[src/design/mfd_mem.sv]
// ----------------------------------------------------------------------------
// mfd_mem
// simple dual port synchronous table (one write, one read port) with per-entry valid bits, reads zero until written
// ----------------------------------------------------------------------------
module mfd_mem #(
    parameter int WIDTH = 32,
    parameter int DEPTH = 32,
    parameter int AW    = 5
) (
    input  logic             clk,
    input  logic             rst_n,
    input  logic             wr_en,
    input  logic [AW-1:0]    wr_addr,
    input  logic [WIDTH-1:0] wr_data,
    input  logic             rd_en,
    input  logic [AW-1:0]    rd_addr,
    output logic [WIDTH-1:0] rd_data
);

    logic [WIDTH-1:0] mem [DEPTH];
    logic [DEPTH-1:0] valid_reg;
    logic [WIDTH-1:0] data_reg;
    logic             hit_reg;

    always_ff @(posedge clk)
    begin
        if (wr_en)
        begin
            mem[wr_addr] <= wr_data;
        end
        if (rd_en)
        begin
            data_reg <= mem[rd_addr];
        end
    end

    always_ff @(posedge clk or negedge rst_n)
    begin
        if (!rst_n)
        begin
            valid_reg <= '0;
            hit_reg   <= 1'b0;
        end
        else
        begin
            if (wr_en)
            begin
                valid_reg[wr_addr] <= 1'b1;
            end
            if (rd_en)
            begin
                hit_reg <= valid_reg[rd_addr];
            end
        end
    end

    assign rd_data = hit_reg ? data_reg : '0;

endmodule

[config.mk]
export PLATFORM = sky130hd
export DESIGN_NAME = mfd_mem
export DESIGN_NICKNAME = d
export VERILOG_FILES = /design/src/design/mfd_mem.sv
export SDC_FILE = /design/constraint.sdc
export NUM_CORES = 1
export LEC_CHECK = 0
export ABC_CLOCK_PERIOD_IN_PS = 2700
export BUFFER_PORTS_ARGS = -buffer_cell sky130_fd_sc_hd__buf_2
export CAP_MARGIN = 20
export CORE_AREA = 2 2 375 377
export CTS_BUF_LIST = sky130_fd_sc_hd__clkbuf_16
export DETAILED_ROUTE_END_ITERATION = 8
export DIE_AREA = 0 0 377 379
export MAX_ROUTING_LAYER = met4
export PLACE_DENSITY = 0.56
export SLEW_MARGIN = 20
export SYNTH_ARGS = -nofsm -noshare
export SYNTH_HDL_FRONTEND = slang
export SYNTH_SLANG_ARGS = --single-unit
[constraint.sdc]
create_clock -name clk -period 2.7 [get_ports clk]
set_clock_uncertainty 0.05 [all_clocks]
set_input_delay 0.405 -clock clk [delete_from_list [all_inputs] [get_ports clk]]
set_output_delay 0.405 -clock clk [all_outputs]
set_load 0.01 [all_outputs]
# --- Yosys cells after proc, flatten, opt, wreduce, memory -nomap -nowiden ---
# Memory sizes are Yosys's and may differ from the RTL's. A register that Yosys moved wholly into a read port is not among the register bits.
# Index checks and enable logic that the tools add are counted.
totals:
  reg_bits: 33
  latch_bits: 0
  ramBits: 1024
  rom_bits: 0
  in_bits: 46
  elab_cells: 15
  memories: 1
op_classes:
  addsub: 0
  n_mul: 0
  div_mod_pow: 0
  magnitude_cmp: 3
  eq_ne: 0
  shift: 0
  n_mux: 7
  bitwise_logic: 1
  reduce_logical: 1
memory_table:
  columns: ["name", "depth", "word_bits", "rd", "rd_clocked_by_memory_dff", "write_ports", "line", "text"]
  rows:
  - ["mem", 32, 32, 1, 1, 1, "20", "logic [WIDTH-1:0] mem [DEPTH];"]
ops:
  columns: ["cell", "count"]
  rows:
  - ["32-bit two-way mux", 1]
  - ["32-bit OR", 1]
  - ["5-bit by 6-bit less-than comparator with 1-bit output, second input constant", 2]
  - ["1-bit binary-select mux with 5-bit select", 1]
  - ["1-bit demux with 5-bit select", 1]
  - ["5-bit by 1-bit greater-or-equal comparator with 1-bit output, second input constant", 1]
  - ["1-bit two-way mux", 4]
  - ["1-bit logical AND", 1]

# --- Logic depth before layout (Yosys ltp) ---
depth:
  depth_word: 5
  depth_mapped: 8

# --- Least setup slack after synthesis ---
# Ideal clock, no wire load.
synth_timing:
  path_type: "input to register"
  start: "in wr_addr[0]"
  end: "mem mem[12][0], enable pin"
  t_arrival_ps: 2436
  path_slack_ps: -208
  path_stages: 3
  n_path_buf: 1
  cell_sequence: "or3b_2 clkbuf_1 nor2_1"
synth_rtl:
  columns: ["item", "line", "text"]
  rows:
  - ["start: declaration", "13", "input logic [AW-1:0] wr_addr,"]
  - ["end: declaration", "20", null]
# Straight into the memory's write port.

# --- Final worst setup path ---
layout_timing:
  start: "reg hit_reg"
  end: "out rd_data[12]"
layout_via:
  elab_chain_cells: 1
layout_rtl:
  columns: ["item", "line", "text"]
  rows:
  - ["start: declaration", "23", "logic hit_reg;"]
  - ["start signal: assignment", "52", "hit_reg <= valid_reg[rd_addr];"]
  - ["32-bit two-way mux", "57", "assign rd_data = hit_reg ? data_reg : '0;"]
  - ["end: declaration", "17", "output logic [WIDTH-1:0] rd_data"]
# Every way passes these cells.

==> results.sh <==
export IMPL_synth_top_family_by_area="multiplexers"
export IMPL_start_util_pct=29.83
export IMPL_wl_um=103100
export IMPL_crit_path_start_kind="flop"
export IMPL_dr_pass1_iters=5
export IMPL_power_frac_seq_pct=53.1
export IMPL_gr_total_overflow=0
export IMPL_routed_via_density=4.977
export IMPL_slew_headroom_pct=51.19
export IMPL_fin_crit_ns=2.101
export IMPL_fill_cells=12628
export IMPL_rows=137
export IMPL_cp_cell_sequence="buf_4 -> and2_1 -> buf_2"
export IMPL_ios=78
export IMPL_placed_area_um2=45470
export IMPL_grt_pass1_wl_um=146200
export IMPL_layout_commonest_cell="edfxtp_1"
export IMPL_synthSimpleGateAreaFrac_pct=1.641
export IMPL_total_power_mw=35.87
export IMPL_numCtsBuffers=105
export IMPL_cpPeakStageDelay_ns=0.37
export IMPL_antenna_found_initial=12
export IMPL_grt_pass1_vias=19601
export IMPL_clock_latency_ns=0.69
export IMPL_cts_resized=0
export IMPL_drive_gt1_share_pct=38.68
export IMPL_grt_usage_pct=14.90
export IMPL_h_tree_depth=3
export IMPL_pre_cts_slack_ns=0.05412
export IMPL_p_comb_share_pct=5.5
export IMPL_syn_to_final_growth_pct=18.30
export IMPL_place_congestion=0.7537
export IMPL_area_sequential_um2=32540
export IMPL_slowest_stage="dfrtp_1"
export IMPL_finalMaxSlewViolations=0
export IMPL_core_um2=138800
export IMPL_fin_ws_ns=0.5989
export IMPL_fp_dieW_um=377
export IMPL_synthCells=1672
export IMPL_cp_max_fo=15
export IMPL_timing_hold_ws_ns=0.1538
export IMPL_nets=1931
export IMPL_syn_nets=1718
export IMPL_synth_warnings=0
export IMPL_path_class="reg2out"
export IMPL_cts_root_buf="clkbuf_16"
export IMPL_grt_max_degree=53
export IMPL_final_cell_mix="edfxtp_1, mux4_2, clkbuf_16, buf_2, buf_12"
export IMPL_largest_reg_flops=1024
export IMPL_die_h_um=379
export IMPL_endpoint_kind="primary output"
export IMPL_power_switching_mw=7.533
export IMPL_rsz0062_at_grt="false"
export IMPL_fin_crit_sh_pct=77.82
export IMPL_drt_iter0_markers=2433
export IMPL_internal_power_mw=28.33
export IMPL_hpwl_um=57960
export IMPL_antenna_left=0
export IMPL_synth_compound_area_share_pct=0.1662
export IMPL_ctsLongestPathBuffers=3
export IMPL_fp_dieArea_um2=142900
export IMPL_yosysSeqAreaShare_pct=78.57
export IMPL_synthAdderAreaFrac_pct=0
export IMPL_vdd_ir_drop_max_mv=0.4719
export IMPL_hold_violations=0
export IMPL_dr_total_vias=18874
export IMPL_clkTransAtPathRegs_ns=0.06
export IMPL_worstPathRequired_ns=2.25
export IMPL_yosysUniqueCellTypes=27
export IMPL_multi_input_area_um2=8716
export IMPL_critPathArrivalTime_ns=1.65
export IMPL_finalInstanceArea_um2=48990
export IMPL_leakage_nw=15.36
export IMPL_synth_xor_area_share_pct=0
export IMPL_synthesis_area_um2=41410
export IMPL_cts_tree="done"
export IMPL_synth_mux_area_fraction_pct=18.66
export IMPL_portBuffers=77
export IMPL_fmax_mhz=475.9
export IMPL_tightest_slew_ns=0.7321
export IMPL_min_delay_path_class="in2reg"
export IMPL_setup_viol=0
export IMPL_swShare_pct=21.00
export IMPL_drt_wirelength_per_cell_um=27.19
export IMPL_status="completed"
export IMPL_cap_violations=0
export IMPL_clock_sinks=1089
export IMPL_drc=0
export IMPL_avgSynthCellArea_um2=24.77
export IMPL_clkPwrFrac_pct=41.4
export IMPL_powerDensity_nw_per_um2=732.1
export IMPL_synth_seq_cells=1089
==> power by group through the flow <==
stage / Sequential, mW / Combinational, mW / Clock (mW)
6_report: 19.1 / 1.96 / 14.8
5_1_grt: 19.1 / 2.10 / 15.8
4_1_cts: 19.1 / 1.99 / 15.1
3_5_place_dp: 19.4 / 1.98 / 0
3_3_place_gp: 19.4 / 1.93 / 0
2_1_floorplan: 19.3 / 1.16 / 0
==> critical path, delay by kind of cell, from the launching register on <==
kind | cells | cell delay (ns)
buf+inv | 2 | 0.40
flops | 1 | 0.37
simple gates | 1 | 0.19
==> cells by family after synthesis <==
family | after synthesis
DFF | 1089
AOI/OAI and AO/OA | 10
and+or+nand+nor | 123
buffers and inverters | 82
muxes | 368
==> through the flow <==
step,utilization [%],std cells,TNS [ns]
final,35.28,3792,0
after global routing,35.28,3789,0
after CTS,35.27,3785,0
after global placement,32.75,3584,0
after detailed placement,32.75,3584,0
after floorplan,-,1672,-64.10
==> final timing paths <==
| check | from | endpoint | slack (ns) | cells after the start |
|---|---|---|---|---|
| worst max-delay path | hit_reg | rd_data[12] | 0.60 | 3 |
| worst min-delay path | wr_data[30] | mem[1][30] | 0.15 | 1 |
| worst max register to register | mem[11][24] | data_reg[24] | 0.69 | 3 |
| worst min register to register | valid_reg[6] | valid_reg[6] | 0.42 | 1 |
| max in group asynchronous | rst_n | valid_reg[1] | 1.70 | 2 |
| min in group asynchronous | rst_n | valid_reg[12] | 0.42 | 2 |
==> cells in the mapped netlist <==
library cell  number  share of area, %
edfxtp_1        1056                77
mux4_2           320                17
clkbuf_1          45              0.41
nor2_1            35              0.32
and2_1            33              0.50
dfrtp_1           33               2.0
mux2_2            32              0.87
or2_2             32              0.48
buf_2             25              0.30
mux2i_1           16              0.39
buf_6              8              0.22
nand2_1            5             0.045
nand3b_1           5             0.091
buf_1              4             0.036
a21oi_1            3             0.036
a22oi_1            3             0.054
nand3_1            3             0.036
or3b_2             3             0.063
nand2b_1           2             0.030
nor2b_1            2             0.030
a211oi_1           1             0.018
a22o_1             1             0.021
a31oi_1            1             0.015
a41oi_1            1             0.021
and3_1             1             0.015
nand4_1            1             0.015
or3_1              1             0.015
==> routing by layer <==
metal  GRT usage (%)  wire, um  vias up
li1                -         -     7627
met1           20.87     45100    10379
met2           22.57     48180      726
met3           2.868      7913      142
met4           3.389      1911        0
met5               -         0        -
==> area by class of cell <==
| class | instances | share of cell area [%] |
|---|---|---|
| diodes | 7 | 0.03576 |
| clock buffers | 106 | 5.414 |
| clock inverters | 94 | 1.724 |
| multi-input cells | 501 | 17.79 |
| flip-flops and latches | 1089 | 66.41 |
| well taps | 1807 | 4.615 |
| repair buffers | 188 | 4.007 |
==> repair_timing <==
action                    4_1_cts  5_1_grt
hold buffers                    1        0
buffers inserted                0        0
hold endpoints to repair       33        0
Power figures use the tool's default switching activity.
