$ cat config.mk
export PLATFORM = sky130hd
export DESIGN_NAME = mfd_lim_conv
export DESIGN_NICKNAME = d
export VERILOG_FILES = /design/src/design/mfd_pkg.sv /design/src/design/mfd_lim_conv.sv
export SDC_FILE = /design/constraint.sdc
export NUM_CORES = 2
export LEC_CHECK = 0
export ABC_CLOCK_PERIOD_IN_PS = 15100
export BUFFER_PORTS_ARGS = -buffer_cell sky130_fd_sc_hd__buf_2
export CORE_AREA = 2 2 217 219
export CTS_CLUSTER_DIAMETER = 80
export DETAILED_ROUTE_END_ITERATION = 12
export DIE_AREA = 0 0 219 221
export HOLD_SLACK_MARGIN = 0.06
export PLACE_DENSITY = 0.74
export RECOVER_POWER = 50
export SLEW_MARGIN = 10
export SYNTH_ARGS = -nofsm -noshare
export SYNTH_HDL_FRONTEND = slang
export SYNTH_SLANG_ARGS = --single-unit
$ cat constraint.sdc
create_clock -name clk -period 15.1 [get_ports clk]
set_clock_uncertainty 0.05 [all_clocks]
set_input_delay 0.755 -clock clk [delete_from_list [all_inputs] [get_ports clk]]
set_output_delay 0.755 -clock clk [all_outputs]
set_load 0.01 [all_outputs]
$ cat src/design/mfd_pkg.sv
// ----------------------------------------------------------------------------
// mfd_pkg
// shared types and constants for the motor feedback decoder
// ----------------------------------------------------------------------------
package mfd_pkg;

    localparam logic [7:0]  REPLY_MARK_A = 8'h33;
    localparam logic [7:0]  REPLY_MARK_B = 8'h55;
    localparam logic [7:0]  REG_MODE     = 8'h0A;
    localparam logic [7:0]  REG_PLIM     = 8'h15;
    localparam logic [7:0]  REG_VLIM     = 8'h16;
    localparam logic [7:0]  REG_TLIM     = 8'h17;
    localparam logic [3:0]  MOTOR_MASK   = 4'hF;
    localparam logic [30:0] LIMIT_MAX    = 31'h7FFF_FFFF;
    localparam logic [23:0] DEG_RESET    = 24'd3754936;
    localparam logic [15:0] FULL_POS     = 16'hFFFF;
    localparam logic [15:0] FULL_VT      = 16'h0FFF;
    localparam logic [9:0]  BIAS_POS     = 10'd150;
    localparam logic [9:0]  BIAS_VT      = 10'd134;
    localparam logic [1:0]  CFG_ADDR_DEG = 2'd0;

    typedef enum logic [1:0] {
        FLD_POS,
        FLD_VEL,
        FLD_TOR
    } fld_t;

    typedef enum logic [3:0] {
        ST_IDLE,
        ST_READ,
        ST_CONV,
        ST_MUL,
        ST_START,
        ST_DIV,
        ST_TRACK,
        ST_EMIT
    } state_t;

    typedef struct packed {
        logic [31:0] mode;
        logic [30:0] plim;
        logic [30:0] vlim;
        logic [30:0] tlim;
    } lim_word_t;

    typedef struct packed {
        logic [31:0] last_pos;
        logic [15:0] turns;
    } trk_word_t;

    typedef struct packed {
        logic        start;
        logic [47:0] dividend;
        logic [15:0] divisor;
    } div_req_t;

endpackage

$ cat src/design/mfd_lim_conv.sv
// ----------------------------------------------------------------------------
// mfd_lim_conv
// ieee single limit word to saturated q16.16, two stages
// ----------------------------------------------------------------------------
module mfd_lim_conv
    import mfd_pkg::*;
(
    input  logic        clk,
    input  logic        start,
    input  logic        is_pos,
    input  logic [31:0] bits,
    input  logic [23:0] scale,
    output logic [30:0] result
);

    logic [7:0]         e;
    logic [23:0]        mant;
    logic [23:0]        scale_eff;
    logic [47:0]        p;
    logic signed [9:0]  s;
    logic               zero_f;
    logic               sat_f;

    logic [47:0]        p_reg;
    logic signed [9:0]  s_reg;
    logic               zero_reg;
    logic               sat_reg;

    logic [79:0]        up;
    logic [9:0]         ns;
    logic [47:0]        dn;

    always_comb
    begin
        e         = bits[30:23];
        mant      = (e == 8'd0) ? {1'b0, bits[22:0]} : {1'b1, bits[22:0]};
        scale_eff = is_pos ? scale : 24'd1;
        p         = mant * scale_eff;
        s         = $signed({2'b00, (e == 8'd0) ? 8'd1 : e})
                    - $signed(is_pos ? BIAS_POS : BIAS_VT);
        zero_f    = bits[31] | ((e == 8'hFF) & (bits[22:0] != 23'd0));
        sat_f     = ~bits[31] & (e == 8'hFF) & (bits[22:0] == 23'd0);
    end

    always_ff @(posedge clk)
    begin
        if (start)
        begin
            p_reg    <= p;
            s_reg    <= s;
            zero_reg <= zero_f;
            sat_reg  <= sat_f;
        end
    end

    always_comb
    begin
        up = {32'd0, p_reg} << s_reg[4:0];
        ns = 10'd0 - s_reg;
        dn = p_reg >> ns[5:0];
        if (zero_reg)
        begin
            result = '0;
        end
        else if (sat_reg)
        begin
            // positive infinity saturates even with a zero scale
            result = LIMIT_MAX;
        end
        else if (p_reg == 48'd0)
        begin
            result = '0;
        end
        else if (s_reg >= 0)
        begin
            if ((s_reg >= 10'sd31) || (up[79:31] != '0))
            begin
                result = LIMIT_MAX;
            end
            else
            begin
                result = up[30:0];
            end
        end
        else if (ns >= 10'd64)
        begin
            result = '0;
        end
        else if (dn[47:31] != '0)
        begin
            result = LIMIT_MAX;
        end
        else
        begin
            result = dn[30:0];
        end
    end

endmodule

## After elaboration in Yosys (flattened, before gate mapping)

Index checks and enable logic that the tools add are counted.

- Register bits after elaboration: 59
- Latch bits: 0
- RAM bits: 0
- ROM bits: 0
- Input port bits: 59
- Output and inout bits: 31
- Memories: 0

- $add $sub $neg: 2
- Multipliers: 1
- Div/mod/pow operators: 0
- Magnitude comparators: 3
- Equal/unequal tests: 1
- Shift-type cells: 2
- Muxes and demuxes: 11
- Bitwise logic cells: 5
- Reduce and logical (&&, ||, !) cells: 7

Operators with widths:

| operator | number |
|---|---|
| 31-bit 2-to-1 mux | 7 |
| 48-bit by 5-bit left shift with 80-bit output | 1 |
| 49-bit nonzero test | 1 |
| 48-bit zero test | 1 |
| 24-bit by 24-bit multiplier with 48-bit output | 1 |
| 24-bit 2-to-1 mux | 2 |
| 48-bit by 6-bit >> shifter with 48-bit output | 1 |
| 23-bit zero test | 1 |
| 23-bit nonzero test | 1 |
| 17-bit nonzero test | 1 |
| 10-bit by 7-bit greater-or-equal comparator with 1-bit output (second input constant) | 1 |
| 1-bit by 10-bit subtractor with 10-bit output (first input constant) | 1 |
| 9-bit by 1-bit greater-or-equal comparator with 1-bit output (second input constant) | 1 |
| 9-bit by 6-bit greater-or-equal comparator with 1-bit output (second input constant) | 1 |
| 8-bit by 8-bit subtractor with 9-bit output | 1 |
| 8-bit == test (second input constant) | 1 |
| 8-bit zero test | 1 |
| 8-bit 2-to-1 mux | 1 |
| 5-bit 2-to-1 mux | 1 |
| 1-bit bitwise AND | 3 |
| 1-bit logical OR | 1 |
| 1-bit NOT | 1 |
| 1-bit bitwise OR | 1 |

## Longest topological paths before layout

- Depth in word-level cells: 9
- Mapped depth: 29
- Mapped depth without buffers: 25

## Least setup slack after synthesis

No wires, ideal clock.

- Path kind: input to register
- From: input is_pos
- To: register p_reg[47] (data pin)
- Library setup time: 0.270 ns
- Arrival: 7.672 ns
- Data required time: 14.780 ns
- Slack: 7.108 ns
- Stages on the path: 28
- Path buffers: 5
- Cell sequence: clkbuf_1 > clkbuf_1 > and2_1 > clkbuf_1 > clkbuf_1 > nand2_1 > fa_1 > inv_1 > fa_1 > inv_1 > fa_1 > fa_1 > inv_1 > fa_1 > fa_1 > inv_1 > fa_1 > inv_1 > ha_1 > clkbuf_1 > and4_1 > and4_1 > a221oi_1 > a21oi_1 > o21bai_1 > a21boi_0 > o2111ai_1 > or3b_2

- Longest elaborated chain between the ends: 2

Ends and longest elaborated chain:

| what | RTL line | RTL |
|---|---|---|
| start: declaration | mfd_lim_conv.sv:10 | `input logic is_pos,` |
| 24-bit 2-to-1 mux | mfd_lim_conv.sv:37 | `scale_eff = is_pos ? scale : 24'd1;` |
| 24-bit by 24-bit multiplier with 48-bit output | mfd_lim_conv.sv:38 | `p = mant * scale_eff;` |
| via p[47] | mfd_lim_conv.sv:19 | `logic [47:0] p;` |
| end signal: assignment | mfd_lim_conv.sv:49 | `p_reg <= p;` |
| end: declaration | mfd_lim_conv.sv:24 | `logic [47:0] p_reg;` |

The timed path passes the listed nets, and every way through them passes these cells.
A chain may end at the register's enable or synchronous reset.

## Final worst setup path

Same ends and word-level chain as after synthesis.

==> impl_results.md <==
* Die X at approximately 220 um
* Crit Path Class: in -> reg
* Hold Slack at 0.6554 ns
* Full die area at 48400 um^2
* Failing checks: capacitance limit, slew limit
* Die height at between 200 and 250 um
* Post-synthesis sequential area ratio at 0.06453
* Fin nets at 3729
* Antenna-violating nets left at 0
* Synthesized netlist cell count at 3134
* Final hold vios at 0
* Post-synth cell types at 73
* Final cell count without fillers at 3620
* CTS tree: done
* Total CTS buffers at 9
* HP Class: in -> reg
* Most common cell after layout, fill and taps aside: inv_1
* Total grt overflow at 0
* Post-Syn Area per Cell at between 8 and 9 um^2
* Max reg flops at 48
* GR Util met3 at 0.05732
* Post-synth EDFFs at 59
* Core area at 46060 um^2
* DR WL/cell at 22.78 um
* Number of global-route vias before repair at between 20000 and 25000
* Clk sinks at 59
* Static Leakage at 14.06 nW
* I/O Buffers at 89
* Cell Rows at 79
* Post-synth net total at slightly below 4000
* Post-route DRC at 0
* Overall Power at 5.900 mW
* Final wirelength at 82470 um
* Setup_tns at 0 ns
* Post-synthesis register bit count at 59
* Tot GR Track Use at 0.3511
* Largest net degree at the start of global routing at ~120
* Root buffer cell: clkbuf_16
* GR met2 Demand/Resource at 0.5771
* Synthesized area at 27450 um^2
* Initial antenna violation count at 0
* Fin crit share at 0.6239
* Critical Path End Type: register
* Gpl congestion at 0.9559
* Met1 usage at 0.4600
* Most frequent cells in the layout: 569 x inv_1, 482 x fa_1, 421 x nand2_1, 258 x and3_1, 178 x ha_1
* Critical path data required time at about 15 ns
* P per Cell Area at ~210 nW/um^2
* CTS resizes at 0
* Pre-antenna DRT Iters at 7
* Endpoints failing setup at 0
* Via count at 22939
* Worst-Margin Slew at 3.254 ns
* Achievable Freq at 106.2 MHz
* Global-route wire length before repair at 132300 um
* Async SR Flop Fraction at 0
* Hold buffers post-CTS at 0
* Slew headroom at -1.169
* Gr busiest metal: met2
* Detail Placement HPWL at 63750 um
* Share of cells above drive strength 1 at 0.08795
* Crit path DAT at 9.47 ns
* Synthesis Warnings at 0
* Area growth, synth to finish at 2.707%
* Max-slew violations at 112
* DRT iter0 DRCs at 1963
* Period minus WS final at around 9.4 ns
* Worst-path fanout max at 117
* RSZ-0062 raised after global routing: no
* Total setup buffers inserted after CTS at 0
* Cells after DPL at 3605
* Status: finished, violations left
* ANT cells at 0
* IO Pins at 90
* Worst VDD drop at 206.6 uV
* Max cap viols at 3
* Worst setup SP type: input port
* Top_reg_cell synth: edfxtp_1
* CTS max path bufs at 2
* Starting density of the core at 0.5960
* H-tree depth at 3
* DR vias/cell at 6.337
* CTS clock-pin slew for the worst setup and hold paths at 0.05 ns
final cells by class:
class,instances,area (um^2)
sequential,59,1772
clock inverter,6,67.56
tap,607,759.5
inverter,571,2143
multi-input combinational,2252,22590
timing repair buffer,116,644.4
clock buffer,9,225.2
fill,4010,17860
power breakdown:
group | internal (mW) | total [mW] | switching, mW
Combinational | 2.11 | 5.04 | 2.92
Sequential | 0.450 | 0.657 | 0.207
Clock | 0.126 | 0.204 | 0.0772
Total | 2.69 | 5.90 | 3.21
critical path, cell delays in order:
cell and delay [ns]:
buf_6 0.51, buf_4 0.66, and2_1 1.01, nand2_1 0.19
fa_1 0.56, inv_1 0.06, fa_1 0.49, inv_1 0.05
fa_1 0.54, inv_1 0.06, fa_1 0.50, fa_1 0.43
fa_1 0.49, inv_1 0.05, fa_1 0.47, inv_1 0.04
ha_1 0.36, and3_1 0.20, and3_1 0.18, nand4_1 0.11
a21oi_1 0.32, o21bai_1 0.21, a21boi_0 0.54, nor3_1 0.12
or3b_2 0.46
cell families after synthesis:
kind of cell / Yosys count / share of synthesized area
AO/OA/AOI/OAI: 343 / 0.08445
XOR/XNOR: 50 / 0.01595
adder cells (fa/ha/maj): 661 / 0.4331
buffers and inverters: 823 / 0.1149
flip-flops: 59 / 0.06453
multiplexers: 174 / 0.1042
AND/OR/NAND/NOR: 1024 / 0.1829
final timing paths:
kind              startpoint         to  slack [ns]  cells past startpoint
setup / recovery      is_pos  p_reg[47]        5.68                     25
hold / removal      bits[30]   s_reg[8]        0.66                      2
through the flow:
| step | util | setup WS (ns) | cell area [um^2] |
|---|---|---|---|
| final | 0.6122 | 5.679 | 28200 |
| after global routing | 0.6122 | 5.182 | 28200 |
| after CTS | 0.6124 | 5.811 | 28210 |
| after detailed placement | 0.6060 | 5.447 | 27910 |
| after global placement | 0.6060 | 5.675 | 27910 |
| after floorplan | - | 7.108 | 27450 |
per-layer routing:
layer  share of wire  wire (um)  vias to the layer above
met4           0.048       3971                        0
met3           0.090       7443                      239
met2            0.48      39310                     1285
met5               0          0                        -
met1            0.38      31750                    11441
li1                -          -                     9974
synth_stat cells (26+ instances only):
master	number	area share
edfxtp_1	59	0.065
nand3_1	37	0.0067
mux2i_1	54	0.020
clkbuf_1	210	0.029
nor3_1	34	0.0062
a21o_1	30	0.0082
inv_1	569	0.078
nor2_1	114	0.016
a21oi_1	73	0.013
mux2_2	34	0.014
and3_1	258	0.059
nand2_1	421	0.058
ha_1	179	0.082
xnor2_1	34	0.011
a211oi_1	42	0.011
fa_1	482	0.35
and2_1	59	0.013
o21ai_0	69	0.013
nor4_1	26	0.0059
mux4_2	86	0.071
Power figures use the tool's default switching activity.
