## config.mk

```make
export PLATFORM = sky130hd
export DESIGN_NAME = mfd_div
export DESIGN_NICKNAME = d
export VERILOG_FILES = /design/src/design/mfd_pkg.sv /design/src/design/mfd_div.sv
export SDC_FILE = /design/constraint.sdc
export NUM_CORES = 1
export LEC_CHECK = 0
export ABC_CLOCK_PERIOD_IN_PS = 5200
export BUFFER_PORTS_ARGS = -buffer_cell sky130_fd_sc_hd__buf_2
export CORE_ASPECT_RATIO = 2
export CORE_MARGIN = 4
export CORE_UTILIZATION = 30
export CTS_CLUSTER_SIZE = 30
export DETAILED_ROUTE_END_ITERATION = 10
export PLACE_DENSITY = 0.44
export SYNTH_ARGS = -nofsm -noshare
export SYNTH_HDL_FRONTEND = slang
export SYNTH_SLANG_ARGS = --single-unit
```

## constraint.sdc

```tcl
create_clock -name clk -period 5.2 [get_ports clk]
set_clock_uncertainty 0.1 [all_clocks]
set_input_delay 0.52 -clock clk [delete_from_list [all_inputs] [get_ports clk]]
set_output_delay 0.52 -clock clk [all_outputs]
set_load 0.01 [all_outputs]
```

## src/design/mfd_pkg.sv

```systemverilog
// ----------------------------------------------------------------------------
// mfd_pkg
// shared types and constants for the motor feedback decoder
// ----------------------------------------------------------------------------
package mfd_pkg;

    localparam logic [7:0]  REPLY_MARK_A = 8'h33;
    localparam logic [7:0]  REPLY_MARK_B = 8'h55;
    localparam logic [7:0]  REG_MODE     = 8'h0A;
    localparam logic [7:0]  REG_PLIM     = 8'h15;
    localparam logic [7:0]  REG_VLIM     = 8'h16;
    localparam logic [7:0]  REG_TLIM     = 8'h17;
    localparam logic [3:0]  MOTOR_MASK   = 4'hF;
    localparam logic [30:0] LIMIT_MAX    = 31'h7FFF_FFFF;
    localparam logic [23:0] DEG_RESET    = 24'd3754936;
    localparam logic [15:0] FULL_POS     = 16'hFFFF;
    localparam logic [15:0] FULL_VT      = 16'h0FFF;
    localparam logic [9:0]  BIAS_POS     = 10'd150;
    localparam logic [9:0]  BIAS_VT      = 10'd134;
    localparam logic [1:0]  CFG_ADDR_DEG = 2'd0;

    typedef enum logic [1:0] {
        FLD_POS,
        FLD_VEL,
        FLD_TOR
    } fld_t;

    typedef enum logic [3:0] {
        ST_IDLE,
        ST_READ,
        ST_CONV,
        ST_MUL,
        ST_START,
        ST_DIV,
        ST_TRACK,
        ST_EMIT
    } state_t;

    typedef struct packed {
        logic [31:0] mode;
        logic [30:0] plim;
        logic [30:0] vlim;
        logic [30:0] tlim;
    } lim_word_t;

    typedef struct packed {
        logic [31:0] last_pos;
        logic [15:0] turns;
    } trk_word_t;

    typedef struct packed {
        logic        start;
        logic [47:0] dividend;
        logic [15:0] divisor;
    } div_req_t;

endpackage

```

## src/design/mfd_div.sv

```systemverilog
// ----------------------------------------------------------------------------
// mfd_div
// divider by a constant 2^k-1 (65535 or 4095), folds the high part into the low
// ----------------------------------------------------------------------------
module mfd_div
    import mfd_pkg::*;
(
    input  logic        clk,
    input  logic        rst_n,
    input  div_req_t    req,
    output logic        busy,
    output logic [47:0] quotient
);

    logic [47:0] x_reg;
    logic [47:0] q_reg;
    logic [15:0] div_reg;
    logic        wide_reg;
    logic        busy_reg;

    logic [47:0] hi;
    logic [47:0] lo;
    logic        last;

    // x = hi*2^k + lo = hi*(2^k-1) + hi + lo, so hi goes to the quotient
    always_comb
    begin
        hi   = wide_reg ? {16'd0, x_reg[47:16]} : {12'd0, x_reg[47:12]};
        lo   = wide_reg ? {32'd0, x_reg[15:0]}  : {36'd0, x_reg[11:0]};
        last = (hi == 48'd0);
    end

    always_ff @(posedge clk)
    begin
        if (req.start)
        begin
            x_reg    <= req.dividend;
            q_reg    <= '0;
            div_reg  <= req.divisor;
            wide_reg <= (req.divisor == FULL_POS);
        end
        else if (busy_reg)
        begin
            if (last)
            begin
                // remainder below 2^k, equal to the divisor only once
                if (x_reg == {32'd0, div_reg})
                begin
                    q_reg <= q_reg + 48'd1;
                end
            end
            else
            begin
                q_reg <= q_reg + hi;
                x_reg <= lo + hi;
            end
        end
    end

    always_ff @(posedge clk or negedge rst_n)
    begin
        if (!rst_n)
        begin
            busy_reg <= 1'b0;
        end
        else if (req.start)
        begin
            busy_reg <= 1'b1;
        end
        else if (busy_reg && last)
        begin
            busy_reg <= 1'b0;
        end
    end

    assign busy     = busy_reg;
    assign quotient = q_reg;

endmodule

```

# Yosys cells after proc, flatten, opt, wreduce, memory -nomap -nowiden
# Index checks and enable logic that the tools add are counted.
[totals]
regBits = 114
input_bits = 67
output_inout_bits = 49
word_cells = 27
[classes]
add_sub_neg = 3
n_eq_ne = 4
n_mux = 9
n_reduce_logical = 6
[op_table]
columns = ["op", "n"]
rows = [
  ["48-bit 2-to-1 mux", 5],
  ["48-bit by 1-bit adder with 48-bit output, second input constant", 1],
  ["48-bit by 36-bit adder with 48-bit output", 1],
  ["48-bit by 16-bit equality test with 1-bit output", 1],
  ["48-bit logical NOT", 1],
  ["16-bit by 36-bit adder with 37-bit output", 1],
  ["36-bit 2-to-1 mux", 1],
  ["16-bit equality test, second input constant", 1],
  ["16-bit 2-to-1 mux", 1],
  ["2-bit AND reduction", 2],
  ["2-bit nonzero test", 2],
  ["1-bit 2-to-1 mux", 2],
  ["2-bit by 1-bit inequality test with 1-bit output, second input constant", 1],
  ["2-bit inequality test, second input constant", 1],
  ["1-bit logical AND", 1],
]

# Longest topological paths before layout
[depth]
word_depth = 5
mapped_depth = 16
depth_no_buf = 15

# Worst setup path after synthesis
# Ideal clock, no wire load.
[synth_path]
path_kind = "reg-to-reg"
startpoint = "register wide_reg"
endpoint = "register q_reg[38], in the netlist quotient[38]"
setup_ns = 0.121
arrival_ns = 4.375
t_required_ns = 4.979
setup_slack_ns = 0.605
path_stages_with_launch = 17
path_buffers = 4
period_less_slack_ns = 4.595
cell_sequence = "edfxtp_1 buf_2 buf_2 buf_1 clkbuf_1 mux2_2 nand2b_1 ha_1 fa_1 a211oi_1 o21ai_0 o21ai_0 a21oi_1 o31ai_1 a21oi_1 nand4_1 mux2_2"
[synth_between]
elab_chain_len = 4
elab_cells_between_ends = 6
cone_classes = "add/sub (1); eq/ne (1); mux (2); reduce/logical (2)"
[synth_rtl]
columns = ["item", "line_no", "rtl"]
rows = [
  ["from (decl)", "mfd_div.sv:18", "logic wide_reg;"],
  ["from (signal assigned)", "mfd_div.sv:40", "wide_reg <= (req.divisor == FULL_POS);"],
  ["36-bit 2-to-1 mux (*)", "mfd_div.sv:28", "hi = wide_reg ? {16'd0, x_reg[47:16]} : {12'd0, x_reg[47:12]};"],
  ["parallel branches: the longest is 3 deep, another holds 48-bit by 36-bit adder with 48-bit output", "-", ""],
  ["to (signal assigned)", "mfd_div.sv:49", "q_reg <= q_reg + 48'd1;"],
  ["to (signal assigned)", "mfd_div.sv:54", "q_reg <= q_reg + hi;"],
  ["to (decl)", "mfd_div.sv:16", "logic [47:0] q_reg;"],
]
# Every way passes the cells marked *.
# A chain may end at the register's enable or synchronous reset.

# Worst setup path after layout
[layout_path]
startpoint = "register x_reg[19]"
endpoint = "register q_reg[32], in the netlist quotient[32]"
[layout_between]
elab_chain_len = 4
elab_cells_between_ends = 7
cone_classes = "add/sub (1); eq/ne (2); mux (2); reduce/logical (2)"
[layout_rtl]
columns = ["item", "line_no", "rtl"]
rows = [
  ["from (decl)", "mfd_div.sv:15", "logic [47:0] x_reg;"],
  ["from (signal assigned)", "mfd_div.sv:37", "x_reg <= req.dividend;"],
  ["from (signal assigned)", "mfd_div.sv:55", "x_reg <= lo + hi;"],
  ["parallel branches: the longest is 4 deep, another holds 48-bit by 36-bit adder with 48-bit output", "-", ""],
]
# Several ways; the timed one is not identified.

==> flow_metrics.py <==
metrics = {
    "outcome": {
        "status": "finished, final reports clean",
    },
    "timing": {
        "setup_tns_ps": 0,
        "fin_ws_ps": 458,
        "hold_viol_final": 0,
        "timing.final.crit_period_ps": 4740,
        "slew_viol_final": 0,
        "fmax_mhz": 211,
        "finalCritPeriodShare_pct": 91.2,
        "slew_headroom_pct": 45.4,
        "rsz0062_at_grt": "false",
        "tightest_slew_ps": 819,
        "setup_viol": 0,
        "holdWs_ps": 169,
    },
    "pwr": {
        "total_power_mw": 4.46,
        "seqPwrFrac_pct": 31.4,
        "combPwrFrac_pct": 40.9,
        "swShare_pct": 39.0,
        "p_per_area_nw_per_um2": 444,
        "vdd_drop_max_mv": 0.236,
        "p_int_mw": 2.72,
        "p_clk_share_pct": 27.6,
        "leakage_nw": 4.31,
        "p_switching_mw": 1.74,
    },
    "die": {
        "dieArea_sq_um": 31000,
        "io_pins": 116,
        "core_sq_um": 27700,
        "dieHeight_um": 245,
        "rows": 86,
        "fp.dieW_um": 127,
        "start_util_pct": 30.5,
    },
    "synth": {
        "yosys_register_bits": 114,
        "synthFlopType": "edfxtp_1",
        "synth_common_cells": "115 x nand2_1, 75 x a21oi_1, 65 x edfxtp_1",
        "synth-edff-count": 65,
        "synth_cell_type_count": 66,
        "post-synth-top-area-fraction_pct": 23.1,
        "yosys_warnings": 0,
        "synth_nets": 1067,
        "synthTopCellsByArea": "edfxtp_1 23%, dfxtp_1 11%, ha_1 7.7%, mux2_2 6.7%, nand2_1 5.1%",
        "synth_cells": 946,
        "synthArstFlopShare_pct": 0.877,
        "post-synth-top-area-cell": "edfxtp_1",
        "yosysMostFrequentCell": "nand2_1",
        "avgSynthCellArea_sq_um": 8.92,
        "synth_area_sq_um": 8440,
        "synth-seq-area-share_pct": 34.8,
    },
    "detailed_routing": {
        "route.antenna.remaining_nets": 0,
        "via_per_inst": 5.28,
        "routed_wl_mm": 30.9,
        "vias": 7520,
        "drc": 0,
        "routedWlPerCell_um": 21.7,
        "dr.pass1.iters": 5,
        "drtIter0Drc": 282,
    },
    "place": {
        "place_area_sq_um": 9440,
        "gp_congestion": 0.864,
        "port_buffers": 115,
        "dpl_worst_slack_ps": 502,
        "dp_cells": 1392,
        "dpl.hpwl_mm": 24.5,
    },
    "setup_path": {
        "worst_setup_path_end_kind": "register",
        "crit_required_ps": 5430,
        "arrival_ps": 4970,
        "startpoint_type": "register",
        "cp_max_fo": 5,
        "worstSetupPathType": "reg2reg",
    },
    "finish": {
        "post-route-util_pct": 36.4,
        "stdcell_area_sq_um": 10100,
        "nets": 1181,
        "stdcell_count": 1425,
        "syn2layout_area_growth_pct": 19.1,
        "drive_above_1_share_pct": 21.4,
        "antennaDiodeCount": 0,
    },
    "hold_path": {
        "hold_path_class": "in2reg",
    },
    "clock_network": {
        "insertion_delay_ps": 440,
        "cts_made_buffers": 17,
        "cts_tree": "done",
        "cts_buffer_depth": 2,
        "h-tree-depth": 4,
        "cts.sinks": 114,
        "ctsResizeCount": 0,
        "cts_root_buf": "clkbuf_16",
        "cts.clk_slew.worst_paths_ps": 60,
    },
    "global_route": {
        "grt_usage_pct": 19.9,
        "grt_pass1_wl_mm": 46.4,
        "grt.overflow.total": 0,
        "grt_max_degree": 76,
        "first_global_vias": 8033,
        "antenna_found_initial": 0,
    },
    "flow_run": {
        "drv_cap": 0,
    },
}
==> power groups by stage <==
stage | combinational, mW | sequential [mW] | clock (mW)
after CTS | 1.85 | 1.41 | 1.27
after global placement | 1.85 | 1.43 | 0
after global routing | 2.04 | 1.43 | 1.29
after floorplan | 1.27 | 1.36 | 0
final | 1.83 | 1.40 | 1.23
after detailed placement | 1.84 | 1.43 | 0
==> worst paths after layout <==
check	from	to	slack, ps	cells past startpoint
worst max register to register	x_reg[19]$_DFFE_PP_	quotient[32]$_SDFFE_PP0P_	460	17
max in group asynchronous	rst_n	busy$_DFFE_PN0P_	4630	2
worst max-delay path	x_reg[19]$_DFFE_PP_	quotient[32]$_SDFFE_PP0P_	460	17
min in group asynchronous	rst_n	busy$_DFFE_PN0P_	290	2
worst min-delay path	req[7]	div_reg[7]$_DFFE_PP_	170	1
worst min register to register	quotient[3]$_SDFFE_PP0P_	quotient[3]$_SDFFE_PP0P_	380	2
==> cell type report <==
| type | instances | area, sq um |
|---|---|---|
| clock buffer | 19 | 443 |
| clock inverter | 13 | 161 |
| fill | 2943 | 17600 |
| inverter | 23 | 86.3 |
| multi-input combinational | 768 | 5250 |
| sequential | 114 | 2940 |
| tap | 352 | 440 |
| timing repair buffer | 136 | 738 |
==> cells in the final DEF, fill, tap and decap left out, types with 30 or more instances in the layout <==
cell type  synthesis  layout
a21o_1            30      30
a21oi_1           75      75
buf_2              7     114
dfxtp_1           48      48
edfxtp_1          65      65
ha_1              52      52
mux2_2            50      50
nand2_1          115     114
nor2_1            56      56
o21ai_0           57      57
xnor2_1           48      48
==> kinds of logic (layout without fill, tap and decap cells) <==
logic type | Yosys count | in the layout | share of synthesized area, %
AND/OR/NAND/NOR | 326 | 326 | 19.4
XOR/XNOR | 77 | 77 | 7.99
adder cells (fa/ha/maj) | 54 | 54 | 8.19
AO/OA/AOI/OAI | 255 | 255 | 19.1
flip-flops | 114 | 114 | 34.8
buffers and inverters | 64 | 191 | 3.04
multiplexers | 56 | 56 | 7.44
==> per-layer routing <==
| metal | vias up | global-route usage, % | part of all wire, % |
|---|---|---|---|
| li1 | 3745 | - | - |
| met3 | 67 | 3.16 | 2.9 |
| met1 | 3550 | 18.2 | 34 |
| met5 | - | 0 | 0 |
| met4 | 0 | 12.0 | 5.7 |
| met2 | 158 | 39.8 | 57 |
==> what timing repair did <==
action,4_1_cts,5_1_grt
setup buffers,0,0
hold endpoints to repair,1,0
hold buffers,1,0
==> critical path, cell delays in order, from the launching register on <==
cell	delay, ps
edfxtp_1	460
or4_4	570
nor3_2	210
a32oi_1	130
or4_4	580
nand2b_1	180
ha_1	240
fa_1	260
a211oi_1	90
o21ai_0	250
o21ai_0	120
buf_4	160
a21oi_1	360
buf_4	200
o21ai_0	110
a31oi_1	330
nand3_1	130
o311ai_0	140
Power figures use the tool's default switching activity.
